--- config.mk ---
export PLATFORM = sky130hd
export DESIGN_NAME = incremental_bounding_sphere_core
export DESIGN_NICKNAME = d
export VERILOG_FILES = /design/src/rtl/ibs_pkg.sv /design/src/rtl/incremental_bounding_sphere_core.sv /design/src/rtl/ibs_sqrt.sv /design/src/rtl/ibs_div.sv
export VERILOG_INCLUDE_DIRS = /design/src /design/src/rtl
export SDC_FILE = /design/constraint.sdc
export NUM_CORES = 2
export LEC_CHECK = 0
export BUFFER_PORTS_ARGS = -buffer_cell sky130_fd_sc_hd__buf_2
export CAP_MARGIN = 30
export CORE_MARGIN = 1.5
export CORE_UTILIZATION = 25
export DETAILED_ROUTE_END_ITERATION = 7
export GPL_TIMING_DRIVEN = 0
export HOLD_SLACK_MARGIN = 0.02
export PLACE_DENSITY_LB_ADDON = 0.15
export SETUP_SLACK_MARGIN = 0.1
export SYNTH_ARGS = -nofsm -noshare
export SYNTH_HDL_FRONTEND = slang
export SYNTH_SLANG_ARGS = --single-unit
--- constraint.sdc ---
create_clock -name i_clk -period 12.5 [get_ports i_clk]
set_clock_uncertainty 0.1 [all_clocks]
set_input_delay 1.25 -clock i_clk [delete_from_list [all_inputs] [get_ports i_clk]]
set_output_delay 1.25 -clock i_clk [all_outputs]
set_load 0.02 [all_outputs]
--- src/rtl/incremental_bounding_sphere_core_macros.svh ---
// Assertion macros for the bounding sphere core.
// Used by modules clocked on i_clk with the active-low reset i_rst_n.
`ifndef INCREMENTAL_BOUNDING_SPHERE_CORE_MACROS_SVH
`define INCREMENTAL_BOUNDING_SPHERE_CORE_MACROS_SVH
`ifndef SYNTHESIS
// Same-cycle implication check.
`define IBS_ASSERT_IMPL(lbl, ante, cons, msg) \
    lbl: assert property (@(posedge i_clk) disable iff (!i_rst_n) (ante) |-> (cons)) \
        else $error(msg);
// Next-cycle implication check.
`define IBS_ASSERT_NEXT(lbl, ante, cons, msg) \
    lbl: assert property (@(posedge i_clk) disable iff (!i_rst_n) (ante) |=> (cons)) \
        else $error(msg);
`else
`define IBS_ASSERT_IMPL(lbl, ante, cons, msg)
`define IBS_ASSERT_NEXT(lbl, ante, cons, msg)
`endif
`endif

--- src/rtl/ibs_pkg.sv ---
// Shared types, widths and helpers for the bounding sphere core.
// No dependencies.
package ibs_pkg;

    localparam int COORD_W  = 32;
    localparam int DELTA_W  = 33;
    localparam int RADIUS_W = 33;
    localparam int PROD_W   = 66;
    localparam int DEN_W    = 34;
    localparam int QUOT_W   = 34;

    typedef enum logic [3:0] {
        ST_IDLE,
        ST_SQ_MUL,
        ST_SQ_ACC,
        ST_SQRT_GO,
        ST_SQRT_WAIT,
        ST_CMP,
        ST_UP_MUL,
        ST_DIV_GO,
        ST_DIV_WAIT,
        ST_UP_ADD,
        ST_FINISH
    } t_state;

    // Status of an iterative unit: busy while iterating, done for one cycle.
    typedef struct packed {
        logic busy;
        logic done;
    } t_iter_stat;

    // Magnitude of a signed offset; fits unsigned in the same width.
    function automatic logic [DELTA_W-1:0] mag33(input logic signed [DELTA_W-1:0] v);
        logic [DELTA_W-1:0] r;
        r = v[DELTA_W-1] ? DELTA_W'(-v) : DELTA_W'(v);
        return r;
    endfunction

    // Clamp a widened sum to the signed 32-bit range.
    function automatic logic signed [COORD_W-1:0] sat32(input logic signed [35:0] v);
        logic signed [COORD_W-1:0] r;
        if (v > 36'sd2147483647) begin
            r = 32'sh7FFF_FFFF;
        end else if (v < -36'sd2147483648) begin
            r = 32'sh8000_0000;
        end else begin
            r = v[COORD_W-1:0];
        end
        return r;
    endfunction

endpackage

--- src/rtl/incremental_bounding_sphere_core.sv ---
// Top level of the streaming bounding sphere core: sequencer, shared multiplier.
// Depends on ibs_pkg, ibs_sqrt, ibs_div and the core macros header.
//
//   channel   direction  handshake            payload
//   vertex    in         i_valid / o_ready    i_vertex_x/y/z, i_last_vertex
//   sphere    out        o_valid / i_ready    o_center_x/y/z, o_sphere_radius,
//                                             o_sphere_valid
//
// Every vertex runs the 33-step square root; one that grows the sphere also runs
// three 66-step divisions, one per axis. Reset is synchronous and clears the sphere
// to the origin with radius zero.
// o_ready is high only while the sequencer is idle; a waiting result does not
// block the next vertex unless that vertex also closes a set.
`include "incremental_bounding_sphere_core_macros.svh"
module incremental_bounding_sphere_core import ibs_pkg::*; (
    input  logic                       i_clk,
    input  logic                       i_rst_n,
    input  logic                       i_valid,
    output logic                       o_ready,
    input  logic signed [COORD_W-1:0]  i_vertex_x,
    input  logic signed [COORD_W-1:0]  i_vertex_y,
    input  logic signed [COORD_W-1:0]  i_vertex_z,
    input  logic                       i_last_vertex,
    output logic                       o_valid,
    input  logic                       i_ready,
    output logic signed [COORD_W-1:0]  o_center_x,
    output logic signed [COORD_W-1:0]  o_center_y,
    output logic signed [COORD_W-1:0]  o_center_z,
    output logic [RADIUS_W-1:0]        o_sphere_radius,
    output logic                       o_sphere_valid
);

    t_state r_state, n_state;

    logic signed [COORD_W-1:0] r_center [3];
    logic signed [DELTA_W-1:0] r_delta [3];
    logic [RADIUS_W-1:0]       r_radius;
    logic [RADIUS_W-1:0]       r_dist;
    logic [RADIUS_W-1:0]       r_grow;
    logic [PROD_W-1:0]         r_prod;
    logic [PROD_W-1:0]         r_acc;
    logic [1:0]                r_axis;
    logic                      r_last;
    logic                      r_out_valid;
    logic signed [COORD_W-1:0] r_out_c [3];
    logic [RADIUS_W-1:0]       r_out_radius;

    logic                      w_accept;
    logic                      w_emit;
    logic [DELTA_W-1:0]        w_mag;
    logic [DELTA_W-1:0]        w_mul_b;
    logic [RADIUS_W-1:0]       w_root;
    logic [QUOT_W-1:0]         w_quot;
    logic signed [35:0]        w_cext;
    logic signed [35:0]        w_qext;
    logic signed [35:0]        w_moved;
    logic [RADIUS_W:0]         w_rsum;
    t_iter_stat                w_sqrt_stat;
    t_iter_stat                w_div_stat;
    logic                      w_sqrt_go;
    logic                      w_div_go;

    assign w_accept = i_valid && o_ready;
    assign w_emit   = (r_state == ST_FINISH) && r_last && (!r_out_valid || i_ready);

    // Shared multiplier operands: squares first, then offset times growth.
    assign w_mag   = mag33(r_delta[r_axis]);
    assign w_mul_b = (r_state == ST_UP_MUL) ? r_grow : w_mag;

    // Center move for the current axis, toward the vertex.
    assign w_cext  = 36'(r_center[r_axis]);
    assign w_qext  = $signed({2'b00, w_quot});
    assign w_moved = r_delta[r_axis][DELTA_W-1] ? (w_cext - w_qext) : (w_cext + w_qext);
    assign w_rsum  = {1'b0, r_radius} + {1'b0, r_dist};

    ibs_sqrt u_sqrt (
        .i_clk          (i_clk),
        .i_rst_n        (i_rst_n),
        .i_start        (w_sqrt_go),
        .i_radicand     (r_acc),
        .o_root         (w_root),
        .o_stat         (w_sqrt_stat)
    );

    ibs_div u_div (
        .i_clk  (i_clk),
        .i_rst_n(i_rst_n),
        .i_start(w_div_go),
        .i_num  (r_prod),
        .i_den  ({r_dist, 1'b0}),
        .o_quot (w_quot),
        .o_stat (w_div_stat)
    );

    // State register.
    always_ff @(posedge i_clk) begin
        if (!i_rst_n) begin
            r_state <= ST_IDLE;
        end else begin
            r_state <= n_state;
        end
    end

    // Next state and unit strobes.
    always_comb begin
        n_state   = r_state;
        o_ready   = 1'b0;
        w_sqrt_go = 1'b0;
        w_div_go  = 1'b0;
        unique case (r_state)
            ST_IDLE: begin
                o_ready = 1'b1;
                if (i_valid) begin
                    n_state = ST_SQ_MUL;
                end
            end
            ST_SQ_MUL: n_state = ST_SQ_ACC;
            ST_SQ_ACC: n_state = (r_axis == 2'd2) ? ST_SQRT_GO : ST_SQ_MUL;
            ST_SQRT_GO: begin
                w_sqrt_go = 1'b1;
                n_state   = ST_SQRT_WAIT;
            end
            ST_SQRT_WAIT: begin
                if (w_sqrt_stat.done) begin
                    n_state = ST_CMP;
                end
            end
            ST_CMP: n_state = (r_dist > r_radius) ? ST_UP_MUL : ST_FINISH;
            ST_UP_MUL: n_state = ST_DIV_GO;
            ST_DIV_GO: begin
                w_div_go = 1'b1;
                n_state  = ST_DIV_WAIT;
            end
            ST_DIV_WAIT: begin
                if (w_div_stat.done) begin
                    n_state = ST_UP_ADD;
                end
            end
            ST_UP_ADD: n_state = (r_axis == 2'd2) ? ST_FINISH : ST_UP_MUL;
            ST_FINISH: begin
                if (!r_last || w_emit) begin
                    n_state = ST_IDLE;
                end
            end
            default: n_state = ST_IDLE;
        endcase
    end

    // Sphere state, output register and step control.
    always_ff @(posedge i_clk) begin
        if (!i_rst_n) begin
            r_center[0] <= '0;
            r_center[1] <= '0;
            r_center[2] <= '0;
            r_radius    <= '0;
            r_out_valid <= 1'b0;
            r_axis      <= '0;
        end else begin
            case (r_state)
                ST_IDLE: r_axis <= '0;
                ST_SQ_ACC: r_axis <= (r_axis == 2'd2) ? 2'd0 : r_axis + 2'd1;
                ST_UP_ADD: begin
                    r_center[r_axis] <= sat32(w_moved);
                    r_axis           <= (r_axis == 2'd2) ? 2'd0 : r_axis + 2'd1;
                    if (r_axis == 2'd2) begin
                        r_radius <= w_rsum[RADIUS_W:1];
                    end
                end
                default: ;
            endcase
            // Close the set: publish the sphere, then start over at the origin.
            if (w_emit) begin
                r_out_valid <= 1'b1;
                r_center[0] <= '0;
                r_center[1] <= '0;
                r_center[2] <= '0;
                r_radius    <= '0;
            end else if (r_out_valid && i_ready) begin
                r_out_valid <= 1'b0;
            end
        end
    end

    // Datapath registers that need no reset.
    always_ff @(posedge i_clk) begin
        if (w_accept) begin
            r_delta[0] <= DELTA_W'(i_vertex_x) - DELTA_W'(r_center[0]);
            r_delta[1] <= DELTA_W'(i_vertex_y) - DELTA_W'(r_center[1]);
            r_delta[2] <= DELTA_W'(i_vertex_z) - DELTA_W'(r_center[2]);
            r_last     <= i_last_vertex;
            r_acc      <= '0;
        end
        if (r_state == ST_SQ_MUL || r_state == ST_UP_MUL) begin
            r_prod <= w_mag * w_mul_b;
        end
        if (r_state == ST_SQ_ACC) begin
            r_acc <= r_acc + r_prod;
        end
        if (w_sqrt_stat.done) begin
            r_dist <= w_root;
        end
        if (r_state == ST_CMP) begin
            r_grow <= r_dist - r_radius;
        end
        if (w_emit) begin
            r_out_c[0]   <= r_center[0];
            r_out_c[1]   <= r_center[1];
            r_out_c[2]   <= r_center[2];
            r_out_radius <= r_radius;
        end
    end

    assign o_valid         = r_out_valid;
    assign o_center_x      = r_out_c[0];
    assign o_center_y      = r_out_c[1];
    assign o_center_z      = r_out_c[2];
    assign o_sphere_radius = r_out_radius;
    assign o_sphere_valid  = (r_out_radius != '0);

    `IBS_ASSERT_IMPL(a_sqrt_free, w_sqrt_go, !w_sqrt_stat.busy, "square root started while busy")
    `IBS_ASSERT_IMPL(a_div_free, w_div_go, !w_div_stat.busy && (r_dist != '0), "division started while busy or by zero")
    `IBS_ASSERT_NEXT(a_emit_clears, w_emit, r_out_valid && (r_radius == '0) && (r_center[0] == '0), "sphere not cleared after a result")
    `IBS_ASSERT_IMPL(a_emit_slot, w_emit, !r_out_valid || i_ready, "result overwrote a pending transfer")

endmodule

--- src/rtl/ibs_sqrt.sv ---
// Iterative floor square root of a 66-bit value, two radicand bits per cycle.
// Depends on ibs_pkg.
module ibs_sqrt import ibs_pkg::*; (
    input  logic               i_clk,
    input  logic               i_rst_n,
    input  logic               i_start,
    input  logic [PROD_W-1:0]  i_radicand,
    output logic [RADIUS_W-1:0] o_root,
    output t_iter_stat         o_stat
);

    logic [PROD_W-1:0]   r_rad;
    logic [33:0]         r_rem;
    logic [RADIUS_W-1:0] r_root;
    logic [5:0]          r_cnt;
    logic                r_busy;
    logic                r_done;
    logic [35:0]         w_rem_sh;
    logic [35:0]         w_trial;
    logic                w_ge;

    // One restoring step: bring down two bits and try a one in the root.
    assign w_rem_sh = {r_rem, r_rad[PROD_W-1 -: 2]};
    assign w_trial  = {1'b0, r_root, 2'b01};
    assign w_ge     = (w_rem_sh >= w_trial);

    // Control registers.
    always_ff @(posedge i_clk) begin
        if (!i_rst_n) begin
            r_busy <= 1'b0;
            r_done <= 1'b0;
            r_cnt  <= '0;
        end else begin
            r_done <= 1'b0;
            if (i_start) begin
                r_busy <= 1'b1;
                r_cnt  <= 6'd32;
            end else if (r_busy) begin
                r_cnt <= r_cnt - 6'd1;
                if (r_cnt == 6'd0) begin
                    r_busy <= 1'b0;
                    r_done <= 1'b1;
                end
            end
        end
    end

    // Data registers.
    always_ff @(posedge i_clk) begin
        if (i_start) begin
            r_rad  <= i_radicand;
            r_rem  <= '0;
            r_root <= '0;
        end else if (r_busy) begin
            r_rad <= {r_rad[PROD_W-3:0], 2'b00};
            if (w_ge) begin
                r_rem  <= 34'(w_rem_sh - w_trial);
                r_root <= {r_root[RADIUS_W-2:0], 1'b1};
            end else begin
                r_rem  <= w_rem_sh[33:0];
                r_root <= {r_root[RADIUS_W-2:0], 1'b0};
            end
        end
    end

    assign o_root          = r_root;
    assign o_stat          = '{busy: r_busy, done: r_done};

endmodule

--- src/rtl/ibs_div.sv ---
// Iterative restoring divider: 66-bit dividend by 34-bit divisor, one bit a cycle.
// Keeps the low 34 quotient bits. Depends on ibs_pkg.
module ibs_div import ibs_pkg::*; (
    input  logic              i_clk,
    input  logic              i_rst_n,
    input  logic              i_start,
    input  logic [PROD_W-1:0] i_num,
    input  logic [DEN_W-1:0]  i_den,
    output logic [QUOT_W-1:0] o_quot,
    output t_iter_stat        o_stat
);

    logic [PROD_W-1:0] r_num;
    logic [DEN_W-1:0]  r_den;
    logic [DEN_W-1:0]  r_rem;
    logic [QUOT_W-1:0] r_quot;
    logic [6:0]        r_cnt;
    logic              r_busy;
    logic              r_done;
    logic [DEN_W:0]    w_rem_sh;
    logic              w_ge;

    // Bring down the next dividend bit and compare with the divisor.
    assign w_rem_sh = {r_rem, r_num[PROD_W-1]};
    assign w_ge     = (w_rem_sh >= {1'b0, r_den});

    // Control registers.
    always_ff @(posedge i_clk) begin
        if (!i_rst_n) begin
            r_busy <= 1'b0;
            r_done <= 1'b0;
            r_cnt  <= '0;
        end else begin
            r_done <= 1'b0;
            if (i_start) begin
                r_busy <= 1'b1;
                r_cnt  <= 7'(PROD_W - 1);
            end else if (r_busy) begin
                r_cnt <= r_cnt - 7'd1;
                if (r_cnt == 7'd0) begin
                    r_busy <= 1'b0;
                    r_done <= 1'b1;
                end
            end
        end
    end

    // Data registers.
    always_ff @(posedge i_clk) begin
        if (i_start) begin
            r_num  <= i_num;
            r_den  <= i_den;
            r_rem  <= '0;
            r_quot <= '0;
        end else if (r_busy) begin
            r_num <= {r_num[PROD_W-2:0], 1'b0};
            if (w_ge) begin
                r_rem  <= DEN_W'(w_rem_sh - {1'b0, r_den});
                r_quot <= {r_quot[QUOT_W-2:0], 1'b1};
            end else begin
                r_rem  <= w_rem_sh[DEN_W-1:0];
                r_quot <= {r_quot[QUOT_W-2:0], 1'b0};
            end
        end
    end

    assign o_quot = r_quot;
    assign o_stat = '{busy: r_busy, done: r_done};

endmodule

==> reports/summary.txt <==
CP bufs+invs: 16
RR Endpoint: r_prod[61]
Slowest cell on crit path: fa_1
All-Layer GR Usage: 19.7%
Crit start category: flip-flop
Worst Hold End: o_sphere_radius[27]
Post-Layout Inst Area: 100,000 um2
Drt first pass iters: 5
Status: completed
CTS clk-pin slew, worst paths: 0.06 ns
TritonCTS clock tree: done
Max-cap violations: 0
Via count: 68,700
Hold Fails Final Rpt: 0
Final setup fails: 0
Die Footprint: 349,000 um2
Final worst-path cycle share: 97.1%
First-pass GRT wire length: 499 mm
Largest driver fanout on the critical path: 10
Most frequent CP cell: fa_1
IO buf count: 232
Synth unique cells: 94
Critical Path AT: 12.62 ns
Worst skew pair latency: 0.87 ns
Sequential area share after synthesis: 29.5%
CTS Sinks: 914
Synth-to-layout area growth: 15.7%
Core area: 344,000 um2
Worst reg-to-reg path cell count: 45
Synth top area share: 25.0%
GPL Wtd Cong: 0.968
Final Net Count: 11,400
Critical Path RT: 12.99 ns
Initial core utilization: 25.2%
Clock tree buffer depth: 4
GR Overflow Total: 0
CTS Root Cell: clkbuf_16
Primary FF master, synth: edfxtp_1
Worst relative slew slack: 20.9%
Setup_tns: 0 ns
Kind of critical path: reg2reg
Vias per cell: 4.79
Top delay family on crit path: adder cells
Count leader, synth: inv_1
Final ANT Viol Nets: 0
Top cells by instance count after synthesis: 1,264 x inv_1, 1,223 x nand2_1, 1,130 x nor2_1
Initial antenna violation count: 29
Worst-Margin Slew: 1.19 ns
Hold wc startpoint: r_radius[27]
Max Freq: 0.0824 GHz
Site row count: 215
Synthesized instance count: 9,191
CP Capture Type: flip-flop
Yosys warnings: 0
R2R setup slack: 0.37 ns
Layout cell share with drive strength beyond 1: 9.05%
Number of buffers created by CTS: 113
Syn_nets: 10,900
Async SR Flop Fraction: 0%
Wire per inst: 24.1 um
Number of global-route vias before repair: 70,800
Syn Std Cell Area: 86,500 um2
Area after DPL: 95,200 um2
Die X: 591 um
H-tree depth: 3
DR iter-0 viols: 5,579
Hold Path Class: reg2reg
I/O pin count: 233
Detailed-route DRC error count: 0
Area occupied by multi-input gates: 55,300 um2
Unrepaired setup endpoints after global routing: yes
Reg area: 25,500 um2
Area contributors post-synth: edfxtp_1 25%, fa_1 22%, ha_1 8.7%, inv_1 5.5%, nand2_1 5.3%
Fill cell count: 36,400
Fin crit period: 12.13 ns
Number of flops mapped to enable cells by yosys: 720
Drt total wl: 346 mm
Die height: 591 um
Cell taking the most area after synthesis: edfxtp_1
Worst path max stage delay: 0.55 ns
Hold path cells: 0
#FFs+latches synth: 914
Dpl hpwl: 287 mm
Largest net degree at the start of global routing: 71
Post-Synthesis Mean Instance Area: 9.41 um2
Final slew viol count: 0
per-stage QoR:
step           setup slack [ns]  hold WS [ns]  std cells  utilization, %
2_1_floorplan              2.16         0.329       9191               -
3_3_place_gp              -3.95         0.364      14000            27.2
3_5_place_dp              -2.44         0.372      14100            27.7
4_1_cts                   0.118         0.336      14300            29.0
5_1_grt                  0.0237         0.359      14300            29.1
6_report                  0.365         0.358      14300            29.1
logic make-up (layout without fill, tap and decap cells):
family          Yosys count  after routing  synth area share (%)
other cells               0              7                     0
fa+ha+maj              1567           1567                  31.1
buf+inv                1682           2271                  7.40
compound gates         1511           1511                  11.0
flops                   914            914                  29.5
xor+xnor                433            433                  4.39
mux                     177            177                  2.55
simple gates           2907           2907                  14.1
placed cells by master (no fill, tap or decap), types with 21 or more instances in the layout:
cell       count
xor2_1       144
o21bai_1      66
and2_1        31
fa_1         962
buf_2        266
buf_8         43
xnor2_1      253
clkbuf_1     283
buf_6         38
and3_1        40
ha_1         600
buf_4         66
edfxtp_1     720
nor4_1        26
nor3_1        84
clkbuf_2      64
o31ai_1       32
clkinv_1      23
o21a_1        71
mux2i_1      119
a21boi_0      22
clkbuf_16    114
or3_1         23
nor2_1      1125
nor2b_1       64
nand2_1     1219
a21o_1       188
nand2b_1      55
dfxtp_1      193
a31oi_1       43
o21ai_0      311
nand3_1       88
inv_1       1263
mux4_2        32
clkbuf_4      21
a211oi_1      64
a21oi_1      483
nand4_1       59
repair_timing:
item / 4_1_cts / 5_1_grt
resized for setup: 145 / 130
setup endpoints to repair: 49 / 19
buffers inserted: 18 / 8
hold buffers: 0 / 0
pin swaps: 5 / 4
worst max-delay path by stage:
stage | slack [ns] | start | end | depth (start not counted)
6_report | 0.37 | flip-flop | r_prod[61] | 45
5_1_grt | 0.02 | flip-flop | r_prod[64] | 43
4_1_cts | 0.12 | flip-flop | r_prod[60] | 43
3_5_place_dp | -2.44 | flip-flop | r_prod[61] | 36
3_3_place_gp | -3.95 | flip-flop | r_prod[61] | 40
2_1_floorplan | 2.16 | flip-flop | r_prod[61] | 42
area by class of cell:
| class | count | share of cell area (%) |
|---|---|---|
| inverters | 1266 | 4.76 |
| well taps | 4557 | 5.70 |
| diodes | 7 | 0.0175 |
| plain buffers | 409 | 1.85 |
| flip-flops and latches | 914 | 25.5 |
| clock inverters | 71 | 0.890 |
| repair buffers | 389 | 3.04 |
| multi-input cells | 6595 | 55.3 |
| clock buffers | 136 | 2.95 |
routing by layer:
metal	wire (um)	GRT usage, %
met3	22800	3.04
met2	155000	31.5
met4	13500	6.69
met5	9	0
met1	155000	27.0
flip-flops by register name, summed over array words and instances, names as in the netlist, 2 cells and up, named ones only:
name	cells
r_dist	33
u_div.r_cnt	7
r_radius	33
r_state	4
r_acc	66
u_sqrt.r_rad	66
r_axis	2
u_div.r_rem	34
u_div.r_den	33
u_div.o_quot	34
r_grow	33
u_sqrt.r_cnt	6
r_out_c	96
r_prod	66
r_center	128
u_div.r_num	66
u_sqrt.r_rem	34
u_sqrt.o_root	33
r_delta	99
o_sphere_radius	33
Power is left out: the tool's default activity adds up to more than one toggle a clock period on the data nets, which glitch-free logic cannot reach.
